--- src/design/ftms_pkg.sv ---
`default_nettype none

package ftms_pkg;

    localparam int unsigned MARKERS_DEF = 32;

    localparam int unsigned FRAME_W    = 31;
    localparam int unsigned TAG_W      = 32;
    localparam int unsigned DELTA_W    = 32;
    localparam int unsigned SLOT_W     = 5;
    localparam int unsigned STATUS_W   = 2;
    localparam int unsigned OP_W       = 3;
    localparam int unsigned CFG_IDX_W  = 2;
    localparam int unsigned CFG_DATA_W = 31;

    typedef enum logic [OP_W-1:0] {
        OP_ADVANCE = 3'd0,
        OP_ADD     = 3'd1,
        OP_PLAY    = 3'd2,
        OP_PAUSE   = 3'd3,
        OP_STOP    = 3'd4
    } opcode_t;

    typedef enum logic [STATUS_W-1:0] {
        ST_OK    = 2'd0,
        ST_FULL  = 2'd1,
        ST_RANGE = 2'd2
    } status_t;

    localparam logic [CFG_IDX_W-1:0] CFG_DURATION = 2'd0;
    localparam logic [CFG_IDX_W-1:0] CFG_LOOP     = 2'd1;

endpackage

`default_nettype wire

--- src/design/frame_timeline_marker_scheduler.sv ---
`default_nettype none

// frame playhead with a table of marker compare entries
// input channel (in_valid / in_stall) carries one command request: advance, add marker,
// play, pause or stop. output channel (out_valid / out_stall) returns one result per
// fired marker, or a single result otherwise; last marks the final one of a request.
// configuration (cfg_we, cfg_index, cfg_data) sets the timeline length and looping;
// it is to be written only while the block is idle; the block itself does not enforce this.
// play, pause, stop, add and an advance that moves nothing give their result in the
// cycle after acceptance. a moving advance scans the table, reading each stored marker
// from memory and then comparing it; when the playhead wraps, a bit-serial modulo by
// the duration runs before the scan. one request is worked on at a time; in_stall is low
// only when the sequencer is idle and the result register is free or being taken.
// when the receiver stalls, the result register holds and the scan waits on the next
// fired marker. reset clears the playhead, flags, marker count and fired latches;
// duration resets to 1 and looping off. no clearing pass is needed after reset.
module frame_timeline_marker_scheduler
    import ftms_pkg::*;
#(
    parameter int unsigned MARKERS = MARKERS_DEF
)
(
    input  wire logic                         clk,
    input  wire logic                         rst_n,

    input  wire logic                         cfg_we,
    input  wire logic [CFG_IDX_W-1:0]         cfg_index,
    input  wire logic [CFG_DATA_W-1:0]        cfg_data,

    input  wire logic                         in_valid,
    output      logic                         in_stall,
    input  wire logic [OP_W-1:0]              opcode,
    input  wire logic signed [DELTA_W-1:0]    frame_step,
    input  wire logic signed [DELTA_W-1:0]    marker_frame,
    input  wire logic signed [TAG_W-1:0]      marker_tag,

    output      logic                         out_valid,
    input  wire logic                         out_stall,
    output      logic [STATUS_W-1:0]          status,
    output      logic                         event_valid,
    output      logic signed [TAG_W-1:0]      event_tag,
    output      logic [SLOT_W-1:0]            marker_slot,
    output      logic [FRAME_W-1:0]           playhead,
    output      logic                         is_playing,
    output      logic                         is_finished,
    output      logic                         last
);

    localparam int unsigned IDX_W = (MARKERS > 1) ? $clog2(MARKERS) : 1;
    localparam int unsigned CNT_W = $clog2(MARKERS + 1);
    localparam int unsigned SUM_W = FRAME_W + 1;
    localparam int unsigned DIV_W = $clog2(SUM_W);

    typedef enum logic [4:0] {
        S_IDLE  = 5'b00001,
        S_DIV   = 5'b00010,
        S_READ  = 5'b00100,
        S_TEST  = 5'b01000,
        S_FLUSH = 5'b10000
    } state_t;

    // configuration
    logic [FRAME_W-1:0] dur_reg, dur_next;
    logic               loop_reg, loop_next;

    // timeline state
    logic [FRAME_W-1:0] playhead_reg, playhead_next;
    logic               play_reg, play_next;
    logic               finish_reg, finish_next;
    logic               armed_reg, armed_next;
    logic [CNT_W-1:0]   count_reg, count_next;
    logic [MARKERS-1:0] latch_reg, latch_next;

    // sequencer
    state_t             state_reg, state_next;
    logic [FRAME_W-1:0] before_reg, before_next;
    logic               wrapped_reg, wrapped_next;
    logic               spanned_reg, spanned_next;
    logic [SUM_W-1:0]   sum_reg, sum_next;
    logic [SUM_W-1:0]   rem_reg, rem_next;
    logic [DIV_W-1:0]   div_cnt_reg, div_cnt_next;
    logic [CNT_W-1:0]   idx_reg, idx_next;
    logic               pend_valid_reg, pend_valid_next;
    logic [TAG_W-1:0]   pend_tag_reg, pend_tag_next;

    // result register
    logic                out_valid_reg, out_valid_next;
    logic [STATUS_W-1:0] status_reg, status_next;
    logic                ev_valid_reg, ev_valid_next;
    logic [TAG_W-1:0]    ev_tag_reg, ev_tag_next;
    logic [SLOT_W-1:0]   slot_reg, slot_next;
    logic [FRAME_W-1:0]  ph_out_reg, ph_out_next;
    logic                playing_reg, playing_next;
    logic                finished_reg, finished_next;
    logic                last_reg, last_next;

    // marker memory
    logic [FRAME_W-1:0] frame_mem [MARKERS];
    logic [TAG_W-1:0]   tag_mem [MARKERS];
    logic [FRAME_W-1:0] rd_frame_reg;
    logic [TAG_W-1:0]   rd_tag_reg;
    logic               mem_we;
    logic [IDX_W-1:0]   wr_addr;
    logic [IDX_W-1:0]   rd_addr;
    logic [FRAME_W-1:0] add_frame;

    logic [FRAME_W-1:0] dur;
    logic               out_free;
    logic               accept;
    logic [SUM_W-1:0]   sum_w;
    logic [SUM_W-1:0]   rem_sh;
    logic [SUM_W-1:0]   rem_step;
    logic               fire;
    logic               latch_cur;
    logic [SLOT_W+CNT_W-1:0] slot_wide;

    // push request into the result register
    logic                push;
    logic [STATUS_W-1:0] push_status;
    logic                push_ev;
    logic [TAG_W-1:0]    push_tag;
    logic [SLOT_W-1:0]   push_slot;
    logic                push_last;

    assign dur      = (dur_reg == '0) ? FRAME_W'(1) : dur_reg;
    assign out_free = !out_valid_reg || !out_stall;
    assign in_stall = !((state_reg == S_IDLE) && out_free);
    assign accept   = in_valid && !in_stall;

    assign sum_w    = {1'b0, playhead_reg} + {1'b0, frame_step[FRAME_W-1:0]};
    assign rem_sh   = {rem_reg[SUM_W-2:0], sum_reg[SUM_W-1]};
    assign rem_step = (rem_sh >= {1'b0, dur}) ? (rem_sh - {1'b0, dur}) : rem_sh;

    assign wr_addr   = count_reg[IDX_W-1:0];
    assign rd_addr   = (idx_reg < CNT_W'(MARKERS)) ? idx_reg[IDX_W-1:0] : '0;
    assign add_frame = marker_frame[DELTA_W-1] ? '0 : marker_frame[FRAME_W-1:0];
    assign slot_wide = {{SLOT_W{1'b0}}, count_reg};

    assign latch_cur = latch_reg[idx_reg[IDX_W-1:0]];
    // playhead_reg already holds the updated playhead; a wrap clears the latches beforehand
    assign fire = (!latch_cur && rd_frame_reg > before_reg && rd_frame_reg <= playhead_reg)
               || (armed_reg && !latch_cur && rd_frame_reg == before_reg)
               || (wrapped_reg && (spanned_reg || rd_frame_reg > before_reg
                                   || rd_frame_reg <= playhead_reg));

    always_comb
    begin
        dur_next        = dur_reg;
        loop_next       = loop_reg;
        playhead_next   = playhead_reg;
        play_next       = play_reg;
        finish_next     = finish_reg;
        armed_next      = armed_reg;
        count_next      = count_reg;
        latch_next      = latch_reg;
        state_next      = state_reg;
        before_next     = before_reg;
        wrapped_next    = wrapped_reg;
        spanned_next    = spanned_reg;
        sum_next        = sum_reg;
        rem_next        = rem_reg;
        div_cnt_next    = div_cnt_reg;
        idx_next        = idx_reg;
        pend_valid_next = pend_valid_reg;
        pend_tag_next   = pend_tag_reg;
        mem_we          = 1'b0;
        push            = 1'b0;
        push_status     = ST_OK;
        push_ev         = 1'b0;
        push_tag        = '0;
        push_slot       = '0;
        push_last       = 1'b1;

        if (cfg_we)
        begin
            case (cfg_index)
                CFG_DURATION: dur_next  = cfg_data[FRAME_W-1:0];
                CFG_LOOP:     loop_next = cfg_data[0];
                default:      ;
            endcase
        end

        case (state_reg)
            S_IDLE:
            begin
                if (accept)
                begin
                    case (opcode)
                        OP_ADVANCE:
                        begin
                            if (frame_step <= 32'sd0 || !play_reg || finish_reg)
                            begin
                                push = 1'b1;
                            end
                            else
                            begin
                                before_next     = playhead_reg;
                                spanned_next    = frame_step[FRAME_W-1:0] >= dur;
                                wrapped_next    = 1'b0;
                                pend_valid_next = 1'b0;
                                idx_next        = '0;
                                state_next      = S_READ;
                                if (sum_w >= {1'b0, dur})
                                begin
                                    if (loop_reg)
                                    begin
                                        wrapped_next = 1'b1;
                                        latch_next   = '0;
                                        sum_next     = sum_w;
                                        rem_next     = '0;
                                        div_cnt_next = DIV_W'(SUM_W - 1);
                                        state_next   = S_DIV;
                                    end
                                    else
                                    begin
                                        playhead_next = dur;
                                        finish_next   = 1'b1;
                                        play_next     = 1'b0;
                                    end
                                end
                                else
                                begin
                                    playhead_next = sum_w[FRAME_W-1:0];
                                end
                            end
                        end
                        OP_ADD:
                        begin
                            push = 1'b1;
                            if (count_reg >= CNT_W'(MARKERS))
                            begin
                                push_status = ST_FULL;
                            end
                            else if (!marker_frame[DELTA_W-1]
                                     && marker_frame[FRAME_W-1:0] > dur)
                            begin
                                push_status = ST_RANGE;
                            end
                            else
                            begin
                                mem_we              = 1'b1;
                                latch_next[wr_addr] = 1'b0;
                                count_next          = count_reg + CNT_W'(1);
                                push_slot           = slot_wide[SLOT_W-1:0];
                            end
                        end
                        OP_PLAY:
                        begin
                            push        = 1'b1;
                            play_next   = 1'b1;
                            finish_next = 1'b0;
                            armed_next  = (playhead_reg == '0);
                        end
                        OP_PAUSE:
                        begin
                            push      = 1'b1;
                            play_next = 1'b0;
                        end
                        OP_STOP:
                        begin
                            push          = 1'b1;
                            play_next     = 1'b0;
                            finish_next   = 1'b0;
                            playhead_next = '0;
                            armed_next    = 1'b0;
                            latch_next    = '0;
                        end
                        default:
                        begin
                            push = 1'b1;
                        end
                    endcase
                end
            end

            // one dividend bit per cycle, most significant first
            S_DIV:
            begin
                rem_next = rem_step;
                sum_next = {sum_reg[SUM_W-2:0], 1'b0};
                if (div_cnt_reg == '0)
                begin
                    playhead_next = rem_step[FRAME_W-1:0];
                    state_next    = S_READ;
                end
                else
                begin
                    div_cnt_next = div_cnt_reg - DIV_W'(1);
                end
            end

            S_READ:
            begin
                if (idx_reg == count_reg)
                    state_next = S_FLUSH;
                else
                    state_next = S_TEST;
            end

            // a fired marker is held back until the next one shows whether it is last
            S_TEST:
            begin
                if (!fire)
                begin
                    idx_next   = idx_reg + CNT_W'(1);
                    state_next = S_READ;
                end
                else if (!pend_valid_reg || out_free)
                begin
                    if (pend_valid_reg)
                    begin
                        push      = 1'b1;
                        push_ev   = 1'b1;
                        push_tag  = pend_tag_reg;
                        push_last = 1'b0;
                    end
                    pend_valid_next                  = 1'b1;
                    pend_tag_next                    = rd_tag_reg;
                    latch_next[idx_reg[IDX_W-1:0]]   = 1'b1;
                    idx_next                         = idx_reg + CNT_W'(1);
                    state_next                       = S_READ;
                end
            end

            S_FLUSH:
            begin
                if (out_free)
                begin
                    push       = 1'b1;
                    push_ev    = pend_valid_reg;
                    push_tag   = pend_valid_reg ? pend_tag_reg : '0;
                    armed_next = 1'b0;
                    state_next = S_IDLE;
                end
            end

            default:
            begin
                state_next = S_IDLE;
            end
        endcase

        out_valid_next = out_valid_reg && out_stall;
        status_next    = status_reg;
        ev_valid_next  = ev_valid_reg;
        ev_tag_next    = ev_tag_reg;
        slot_next      = slot_reg;
        ph_out_next    = ph_out_reg;
        playing_next   = playing_reg;
        finished_next  = finished_reg;
        last_next      = last_reg;
        if (push)
        begin
            out_valid_next = 1'b1;
            status_next    = push_status;
            ev_valid_next  = push_ev;
            ev_tag_next    = push_tag;
            slot_next      = push_slot;
            ph_out_next    = playhead_next;
            playing_next   = play_next;
            finished_next  = finish_next;
            last_next      = push_last;
        end
    end

    always_ff @(posedge clk or negedge rst_n)
    begin
        if (!rst_n)
        begin
            dur_reg        <= FRAME_W'(1);
            loop_reg       <= 1'b0;
            playhead_reg   <= '0;
            play_reg       <= 1'b0;
            finish_reg     <= 1'b0;
            armed_reg      <= 1'b0;
            count_reg      <= '0;
            latch_reg      <= '0;
            state_reg      <= S_IDLE;
            div_cnt_reg    <= '0;
            idx_reg        <= '0;
            pend_valid_reg <= 1'b0;
            wrapped_reg    <= 1'b0;
            spanned_reg    <= 1'b0;
            out_valid_reg  <= 1'b0;
        end
        else
        begin
            dur_reg        <= dur_next;
            loop_reg       <= loop_next;
            playhead_reg   <= playhead_next;
            play_reg       <= play_next;
            finish_reg     <= finish_next;
            armed_reg      <= armed_next;
            count_reg      <= count_next;
            latch_reg      <= latch_next;
            state_reg      <= state_next;
            div_cnt_reg    <= div_cnt_next;
            idx_reg        <= idx_next;
            pend_valid_reg <= pend_valid_next;
            wrapped_reg    <= wrapped_next;
            spanned_reg    <= spanned_next;
            out_valid_reg  <= out_valid_next;
        end
    end

    always_ff @(posedge clk)
    begin
        before_reg   <= before_next;
        sum_reg      <= sum_next;
        rem_reg      <= rem_next;
        pend_tag_reg <= pend_tag_next;
        status_reg   <= status_next;
        ev_valid_reg <= ev_valid_next;
        ev_tag_reg   <= ev_tag_next;
        slot_reg     <= slot_next;
        ph_out_reg   <= ph_out_next;
        playing_reg  <= playing_next;
        finished_reg <= finished_next;
        last_reg     <= last_next;
    end

    always_ff @(posedge clk)
    begin
        if (mem_we)
        begin
            frame_mem[wr_addr] <= add_frame;
            tag_mem[wr_addr]   <= marker_tag;
        end
        rd_frame_reg <= frame_mem[rd_addr];
        rd_tag_reg   <= tag_mem[rd_addr];
    end

    assign out_valid   = out_valid_reg;
    assign status      = status_reg;
    assign event_valid = ev_valid_reg;
    assign event_tag   = ev_tag_reg;
    assign marker_slot = slot_reg;
    assign playhead    = ph_out_reg;
    assign is_playing  = playing_reg;
    assign is_finished = finished_reg;
    assign last        = last_reg;

    // a request is only taken by an idle sequencer with room for its result
    a_accept_idle: assert property (@(posedge clk) disable iff (!rst_n)
        in_valid && !in_stall |-> state_reg == S_IDLE && out_free)
        else $error("request accepted while busy");

    a_count_bound: assert property (@(posedge clk) disable iff (!rst_n)
        count_reg <= CNT_W'(MARKERS))
        else $error("marker count beyond table size");

    // partial remainder stays below the duration throughout the modulo
    a_rem_bound: assert property (@(posedge clk) disable iff (!rst_n)
        state_reg == S_DIV |-> rem_reg < {1'b0, dur})
        else $error("modulo remainder out of range");

    a_event_ok: assert property (@(posedge clk) disable iff (!rst_n)
        out_valid && event_valid |-> status == ST_OK && marker_slot == '0)
        else $error("marker event with non-ok status or slot");

    a_scan_done: assert property (@(posedge clk) disable iff (!rst_n)
        state_reg == S_FLUSH && out_free |=> state_reg == S_IDLE && out_valid && last)
        else $error("advance did not close with a last result");

endmodule

`default_nettype wire
--- config.mk ---
export PLATFORM = sky130hd
export DESIGN_NAME = frame_timeline_marker_scheduler
export DESIGN_NICKNAME = d
export VERILOG_FILES = /design/src/design/ftms_pkg.sv /design/src/design/frame_timeline_marker_scheduler.sv
export SDC_FILE = /design/constraint.sdc
export NUM_CORES = 2
export LEC_CHECK = 0
export BUFFER_PORTS_ARGS = -buffer_cell sky130_fd_sc_hd__buf_2
export CAP_MARGIN = 15
export CORE_AREA = 2 2 581 583
export CTS_CLUSTER_DIAMETER = 120
export DETAILED_ROUTE_END_ITERATION = 16
export DIE_AREA = 0 0 583 585
export PLACE_DENSITY = 0.56
export SETUP_SLACK_MARGIN = 0.05
export SLEW_MARGIN = 15
export SYNTH_ARGS = -nofsm -noshare
export SYNTH_HDL_FRONTEND = slang
export SYNTH_SLANG_ARGS = --single-unit
--- constraint.sdc ---
create_clock -name clk -period 6 [get_ports clk]
set_input_delay 0.3 -clock clk [delete_from_list [all_inputs] [get_ports clk]]
set_output_delay 0.3 -clock clk [all_outputs]
set_load 0.02 [all_outputs]
Yosys cells after proc, flatten, opt, wreduce, memory -nomap -nowiden:

Memories as Yosys holds them, arrays and structs flattened. A register that Yosys moved wholly into a read port is not among the register bits.
Index checks and enable logic that the tools add are counted.

* mux-type cells: 110
* eq/ne operators: 30
* order comparisons: 13
* add/sub/neg operators: 5
* reduce and logical (&&, ||, !) cells: 51
* bitwise operators: 9

Operator list (number)
* $mux W32: 17
* $mux W31: 10
* $pmux W32 S2: 3
* $pmux W31 S2: 3
* $pmux W32 S3: 1
* $mux W5: 15
* $ge A32 B31 Y1: 2
* $gt A31 B31 Y1: 2
* $logic_not A31 Y1: 2
* $mux W1: 40
* $add A31 B31 Y32: 1
* $and A32 B32 Y32: 1
* $le A32 B1 Y1 const B: 1
* $not A32 Y32: 1
* $or A32 B32 Y32: 1
* $eq A31 B31 Y1: 1
* $ge A31 B31 Y1: 1
* $le A31 B31 Y1: 1
* $sub A31 B31 Y31: 1
* $mux W6: 5
* $pmux W5 S5: 1
* $ne A3 B3 Y1 const B: 6
* $reduce_and A6 Y1: 3
* $ne A2 B2 Y1 const B: 8
* other kinds (44): 91

* word-level logic and storage cells: 248
* bits in writable memories: 2016
* output and inout port bits: 76
* register bits: 324
* memories: 2
* input port bits: 137

Memory list
* tag_mem: words 32, width 32, rd ports 1, clocked after memory_dff 1, wr ports 1, RTL line frame_timeline_marker_scheduler.sv:99 `logic [TAG_W-1:0] tag_mem [MARKERS];`
* frame_mem: words 32, width 31, rd ports 1, clocked after memory_dff 1, wr ports 1, RTL line frame_timeline_marker_scheduler.sv:98 `logic [FRAME_W-1:0] frame_mem [MARKERS];`

Depth between registers and ports, before layout:

* word-level depth: 11
* mapped depth: 24
* gate-level depth less buffers: 21

Worst setup path after synthesis:

OpenSTA, ideal clock, no wires.

* kind: reg2reg
* start: reg dur_reg[8]
* end: mem frame_mem[25][0] (enable)
* library setup time: 485 ps
* arrival: 5492 ps
* buffers on the path: 1
* data required time: 5515 ps
* stages on the path, launching flop included: 15
* path slack: 24 ps
* period minus slack after synthesis: 5976 ps
* path through: dfrtp_1 > nor4_1 > nand4_1 > o21bai_1 > ha_1 > nor2b_1 > o21a_1 > o21ai_0 > a21oi_1 > o211ai_1 > o211ai_1 > a2111oi_1 > buf_2 > nand2_1 > nor2_1

* word-level cells in the longest chain between the ends: 11

Ends and longest elaborated chain
* start: declaration: RTL line frame_timeline_marker_scheduler.sv:63 `logic [FRAME_W-1:0] dur_reg, dur_next;`
* start signal: assignment: RTL line frame_timeline_marker_scheduler.sv:388 `dur_reg <= dur_next;`
* $logic_not A31 Y1: RTL line frame_timeline_marker_scheduler.sv:125 `assign dur = (dur_reg == '0) ? FRAME_W'(1) : dur_reg;`
* $mux W31 *: RTL line frame_timeline_marker_scheduler.sv:125
* $gt A31 B31 Y1 *: RTL line frame_timeline_marker_scheduler.sv:235 `&& marker_frame[FRAME_W-1:0] > dur)`
* $logic_and A1 B1 Y1 *: RTL line frame_timeline_marker_scheduler.sv:235
* $mux W1 *: RTL line frame_timeline_marker_scheduler.sv:234 `else if (!marker_frame[DELTA_W-1]`
* $mux W1 *: RTL line frame_timeline_marker_scheduler.sv:230 `if (count_reg >= CNT_W'(MARKERS))`
* $mux W1 *: RTL line frame_timeline_marker_scheduler.sv:188 `case (opcode)`
* $mux W1 *: RTL line frame_timeline_marker_scheduler.sv:186 `if (accept)`
* $mux W1 *: RTL line frame_timeline_marker_scheduler.sv:183 `case (state_reg)`
* $mux W1 *: RTL line frame_timeline_marker_scheduler.sv:424 `if (mem_we)`
* $mux W1 (implied by the code) *: RTL line frame_timeline_marker_scheduler.sv:426 `frame_mem[wr_addr] <= add_frame;`
* end: declaration: RTL line frame_timeline_marker_scheduler.sv:98

Every way passes the cells marked *; elsewhere a longest branch is shown, timed or not.

Worst setup path in the final report:

* start: reg playhead_reg[0]
* end: reg latch_reg[18]

* word-level cells in the longest chain between the ends: 6
* elaborated cells on any way between the ends: 11

Ends and longest elaborated chain
* start: declaration: RTL line frame_timeline_marker_scheduler.sv:67 `logic [FRAME_W-1:0] playhead_reg, playhead_next;`
* start signal: assignment: RTL line frame_timeline_marker_scheduler.sv:390 `playhead_reg <= playhead_next;`
* branches (longest 5 deep; another with $add A31 B31 Y32)
* $reduce_and A10 Y1 (no line) *
* end signal: assignment: RTL line frame_timeline_marker_scheduler.sv:395 `latch_reg <= latch_next;`
* end: declaration: RTL line frame_timeline_marker_scheduler.sv:72 `logic [MARKERS-1:0] latch_reg, latch_next;`

Mark *: on every way between the ends.
A chain may end at the register's enable or synchronous reset.

==> impl_metrics.sql <==
INSERT INTO impl_metrics (metric_group, metric, value, unit) VALUES
('min_path', 'worst_hold_path_type', 'in2reg', ''),
('cts', 'cts_made_buffers', '245', ''),
('sta', 'setup_viol_count_final', '0', ''),
('critical_path', 'timing.critical_path.required', '6.72', 'ns'),
('sta', 'min_period_over_period', '0.930', ''),
('power', 'p_leak', '38.6', 'nW'),
('power', 'switching_power_summed_over_all_nets', '0.0138', 'W'),
('floorplan', 'core_area', '0.335', 'mm²'),
('critical_path', 'worst-endpoint-arrival', '6.30', 'ns'),
('critical_path', 'critPathKind', 'reg2reg', ''),
('sta', 'fmax', '179', 'MHz'),
('global_routing', 'global_route_wire_length_before_repair', '432000', 'µm'),
('drt', 'avgRoutedWirePerCell', '27.0', 'µm'),
('cts', 'clk_path_buf_depth', '4', ''),
('power', 'power.density', '388', 'mW/mm²'),
('drt', 'drt_first_iter_violations', '6844', ''),
('global_routing', 'grt_remaining_overflow', '0', ''),
('critical_path', 'critical_path.max_stage_delay', '0.48', 'ns'),
('floorplan', 'core.rowCount', '213', ''),
('synth', 'synth.yosys.seq_area_share', '0.709', ''),
('cts', 'numClockSinks', '2403', ''),
('global_routing', 'grt_pass1_vias', '58800', ''),
('sta', 'timing.clock.skew', '0.120', 'ns'),
('synth', 'syn-instance-count', '6183', ''),
('placement', 'detailed_place_hpwl', '188000', 'µm'),
('synth', 'synth_flop_type', 'edfxtp_1', ''),
('sta', 'final-hold-violation-count', '0', ''),
('synth', 'synthArstFlopShare', '0.0516', ''),
('synth', 'count_of_yosys_warnings_during_synthesis', '0', ''),
('synth', 'synth_edf_count', '2216', ''),
('power', 'fin_total_pwr', '0.0461', 'W'),
('cts', 'clk_pin_slew_worst_paths', '0.07', 'ns'),
('global_routing', 'grt.total_usage', '0.174', ''),
('sta', 'tns', '0', 'ns'),
('power', 'power_frac_seq', '0.422', ''),
('critical_path', 'list_of_cells_traversed_by_the_critical_path', 'ha_1 -> fa_1 -> a211oi_2 -> o21ai_1 -> a211oi_2 -> nor4_2 -> a41oi_1 -> buf_4 -> o31ai_1 -> a31oi_1 -> xnor2_1 -> ha_1 -> nand4_1 -> nor2_1 -> nand2_1 -> nor4_1 -> a2111o_2 -> buf_4 -> and2b_1 -> buf_4 -> nand2_1 -> a31oi_2 -> buf_12 -> a21oi_1', ''),
('sta', 'grt_setup_unrepaired', 'no', ''),
('synth', 'mappedNetlistNets', '6548', ''),
('global_routing', 'antenna_found_initial', '29', ''),
('drt', 'vias', '59800', ''),
('power', 'cell_internal_pwr', '0.0323', 'W'),
('cts', 'clk_latency', '0.95', 'ns'),
('power', 'p_sw_frac', '0.299', ''),
('layout', 'nets', '7046', ''),
('layout', 'largest_register_ffs', '1024', ''),
('sta', 'timing.slew.headroom', '0.201', ''),
('global_routing', 'grt_start_max_net_pins', '148', ''),
('cts', 'clock_tree.htree_level_count', '4', ''),
('layout', 'drive_gt1_frac', '0.203', ''),
('sta', 'timing_worst_slew_pin_value', '1.20', 'ns'),
('synth', 'postSynthAreaPerCell', '16.2', 'µm²'),
('drt', 'number_of_remaining_drc_errors', '0', ''),
('drt', 'firstDrtPassIters', '9', ''),
('drt', 'drtAntennaViolNets', '0', ''),
('floorplan', 'io-pin-count', '213', ''),
('critical_path', 'critPathMostFrequentCell', 'buf_4', ''),
('critical_path', 'crit_path_start_kind', 'flip-flop', ''),
('critical_path', 'cp_slowest_cell', 'nor4_2', ''),
('cts', 'cts_tree', 'built', ''),
('status', 'status', 'complete, no violations', ''),
('power', 'power_frac_clock', '0.329', ''),
('floorplan', 'initial_utilization', '0.298', ''),
('placement', 'port_buffer_count', '212', ''),
('cts', 'clock-root-buffer', 'clkbuf_16', ''),
('layout', 'layout-area-overhead-vs-synth', '18.6', '%'),
('floorplan', 'die-width', '583', 'µm'),
('sta', 'period_needed', '5.58', 'ns'),
('power', 'irDropWorstVdd', '328', 'µV'),
('synth', 'synthesis.area', '0.100', 'mm²'),
('power', 'comb_power_share', '0.249', ''),
('floorplan', 'dieArea', '0.341', 'mm²'),
('placement', 'globalplace.congestion', '0.908', ''),
('drt', 'wirelength', '305000', 'µm'),
('synth', 'yosys_reg_bits', '2403', ''),
('sta', 'report.final.slew_viol_count', '0', ''),
('drt', 'route.detailed.vias_per_inst', '5.30', ''),
('critical_path', 'path_max_fanout', '32', ''),
('synth', 'unique_masters_post_synth', '94', ''),
('critical_path', 'crit_path_end_kind', 'flip-flop', ''),
('run', 'drv_cap', '0', ''),
('floorplan', 'fp.dieH', '585', 'µm');
kinds of logic after synthesis:
kind of cell,synth area share
buffers and inverters,0.0187
DFF,0.709
adders and majority gates,0.0287
muxes,0.112
and+or+nand+nor,0.0497
AOI/OAI and AO/OA,0.0767
xor gates and xnor gates,0.00560
worst max-delay path, delay by kind of cell, from the launching register on:
family	cells	cell delay [ns]
buffers and inverters	4	0.69
adder cells (fa/ha/maj)	3	0.78
AO/OA/AOI/OAI	9	1.76
AND/OR/NAND/NOR	7	1.62
XOR/XNOR	1	0.19
flip-flops	1	0.38
cells in the final DEF (no fill, tap or decap), types with 23 or more instances in the layout:
cell type	n
edfxtp_1	2216
nand2_1	397
o21ai_0	393
mux4_2	337
mux2i_1	308
clkbuf_16	248
a21oi_1	244
nor2_1	229
ha_1	226
buf_2	211
o22ai_1	204
buf_4	167
buf_12	149
inv_1	125
dfrtp_1	119
nand3_1	93
o211ai_1	89
a21o_1	86
dlygate4sd3_1	69
clkbuf_1	66
dfxtp_1	63
a211oi_1	53
a31oi_1	46
mux2_2	45
clkinv_2	44
nor3_1	42
and2_1	41
xnor2_1	41
nand4_1	40
clkinv_1	34
nor2_4	34
nor4_1	33
nor2b_1	29
clkbuf_8	27
xor2_1	23
metal layers:
| layer | share of wire | track usage | vias to the layer above |
|---|---|---|---|
| li1 | - | - | 25500 |
| met1 | 0.44 | 0.250 | 31400 |
| met2 | 0.45 | 0.271 | 2492 |
| met3 | 0.082 | 0.0340 | 391 |
| met4 | 0.021 | 0.0382 | 18 |
| met5 | 0.00052 | 0 | - |
final cells by class:
class / instances / area [µm²]
Timing Repair Buffer: 597 / 5990
Clock inverter: 109 / 1080
Antenna cell: 7 / 17.5
Clock buffer: 341 / 6830
Tap cell: 4407 / 5510
Inverter: 126 / 473
Sequential cell: 2403 / 70900
Multi-Input combinational cell: 3308 / 27800
Fill cell: 31500 / 217000
power by group through the flow:
stage / logic, W / registers, W / clock network [W]
after floorplan: 0.00741 / 0.0197 / 0
after global placement: 0.0113 / 0.0198 / 0
after detailed placement: 0.0114 / 0.0198 / 0
after CTS: 0.0114 / 0.0194 / 0.0154
after global routing: 0.0125 / 0.0195 / 0.0161
final: 0.0114 / 0.0194 / 0.0152
cells in the mapped netlist (all sizes together) (11+ instances only):
| cell type | count | share of area |
|---|---|---|
| a31o | 18 | 0.0016 |
| a31oi | 48 | 0.0031 |
| nand2b | 27 | 0.0017 |
| nor4 | 34 | 0.0021 |
| xnor2 | 41 | 0.0036 |
| nand2 | 400 | 0.015 |
| mux4 | 337 | 0.076 |
| mux2 | 45 | 0.0051 |
| nand3 | 95 | 0.0048 |
| buf | 116 | 0.0053 |
| clkbuf | 230 | 0.0087 |
| nor2b | 61 | 0.0038 |
| and2 | 43 | 0.0027 |
| mux2i | 308 | 0.031 |
| o22ai | 204 | 0.013 |
| a21o | 86 | 0.0065 |
| dfrtp | 122 | 0.031 |
| ha | 226 | 0.028 |
| dfxtp | 63 | 0.013 |
| a211oi | 56 | 0.0043 |
| nor3 | 44 | 0.0023 |
| o21a | 15 | 0.0011 |
| nor2 | 263 | 0.0099 |
| inv | 126 | 0.0047 |
| o221ai | 11 | 0.0010 |
| edfxtp | 2216 | 0.67 |
| o21ai | 401 | 0.020 |
| o211ai | 89 | 0.0067 |
| xor2 | 23 | 0.0020 |
| a21oi | 245 | 0.012 |
| nand4 | 40 | 0.0025 |
per-stage QoR:
| step | worst slack [ns] | hold slack, ns | util | std cells | cell area, µm² |
|---|---|---|---|---|---|
| after floorplan | 0.0236 | 0.00441 | - | 6183 | 100000 |
| after global placement | 0.208 | 0.388 | 0.328 | 10800 | 110000 |
| after detailed placement | 0.176 | 0.389 | 0.328 | 10800 | 110000 |
| after CTS | 0.176 | 0.00431 | 0.353 | 11300 | 118000 |
| after global routing | 0.0991 | 0.00959 | 0.354 | 11300 | 119000 |
| final | 0.422 | 0.0457 | 0.354 | 11300 | 119000 |
worst paths after layout:
check | startpoint | end | slack, ns | cells after the start
max in group asynchronous | rst_n | loop_reg | 4.65 | 3
worst max-delay path | playhead_reg[0] | latch_reg[18] | 0.42 | 24
worst min-delay path | marker_frame[15] | frame_mem[28][15] | 0.05 | 2
worst min register to register | rd_tag_reg[11] | pend_tag_reg[11] | 0.39 | 0
min in group asynchronous | rst_n | spanned_reg | 0.07 | 2
worst max register to register | playhead_reg[0] | latch_reg[18] | 0.42 | 24
repair_timing:
item | in CTS | in global routing
endpoints found under the hold margin | 1148 | 0
hold buffers | 69 | 0
resized for setup | 0 | 4
setup buffers | 0 | 0
setup endpoints to repair | 0 | 123
No activity file was read; power rests on OpenSTA's default activity.
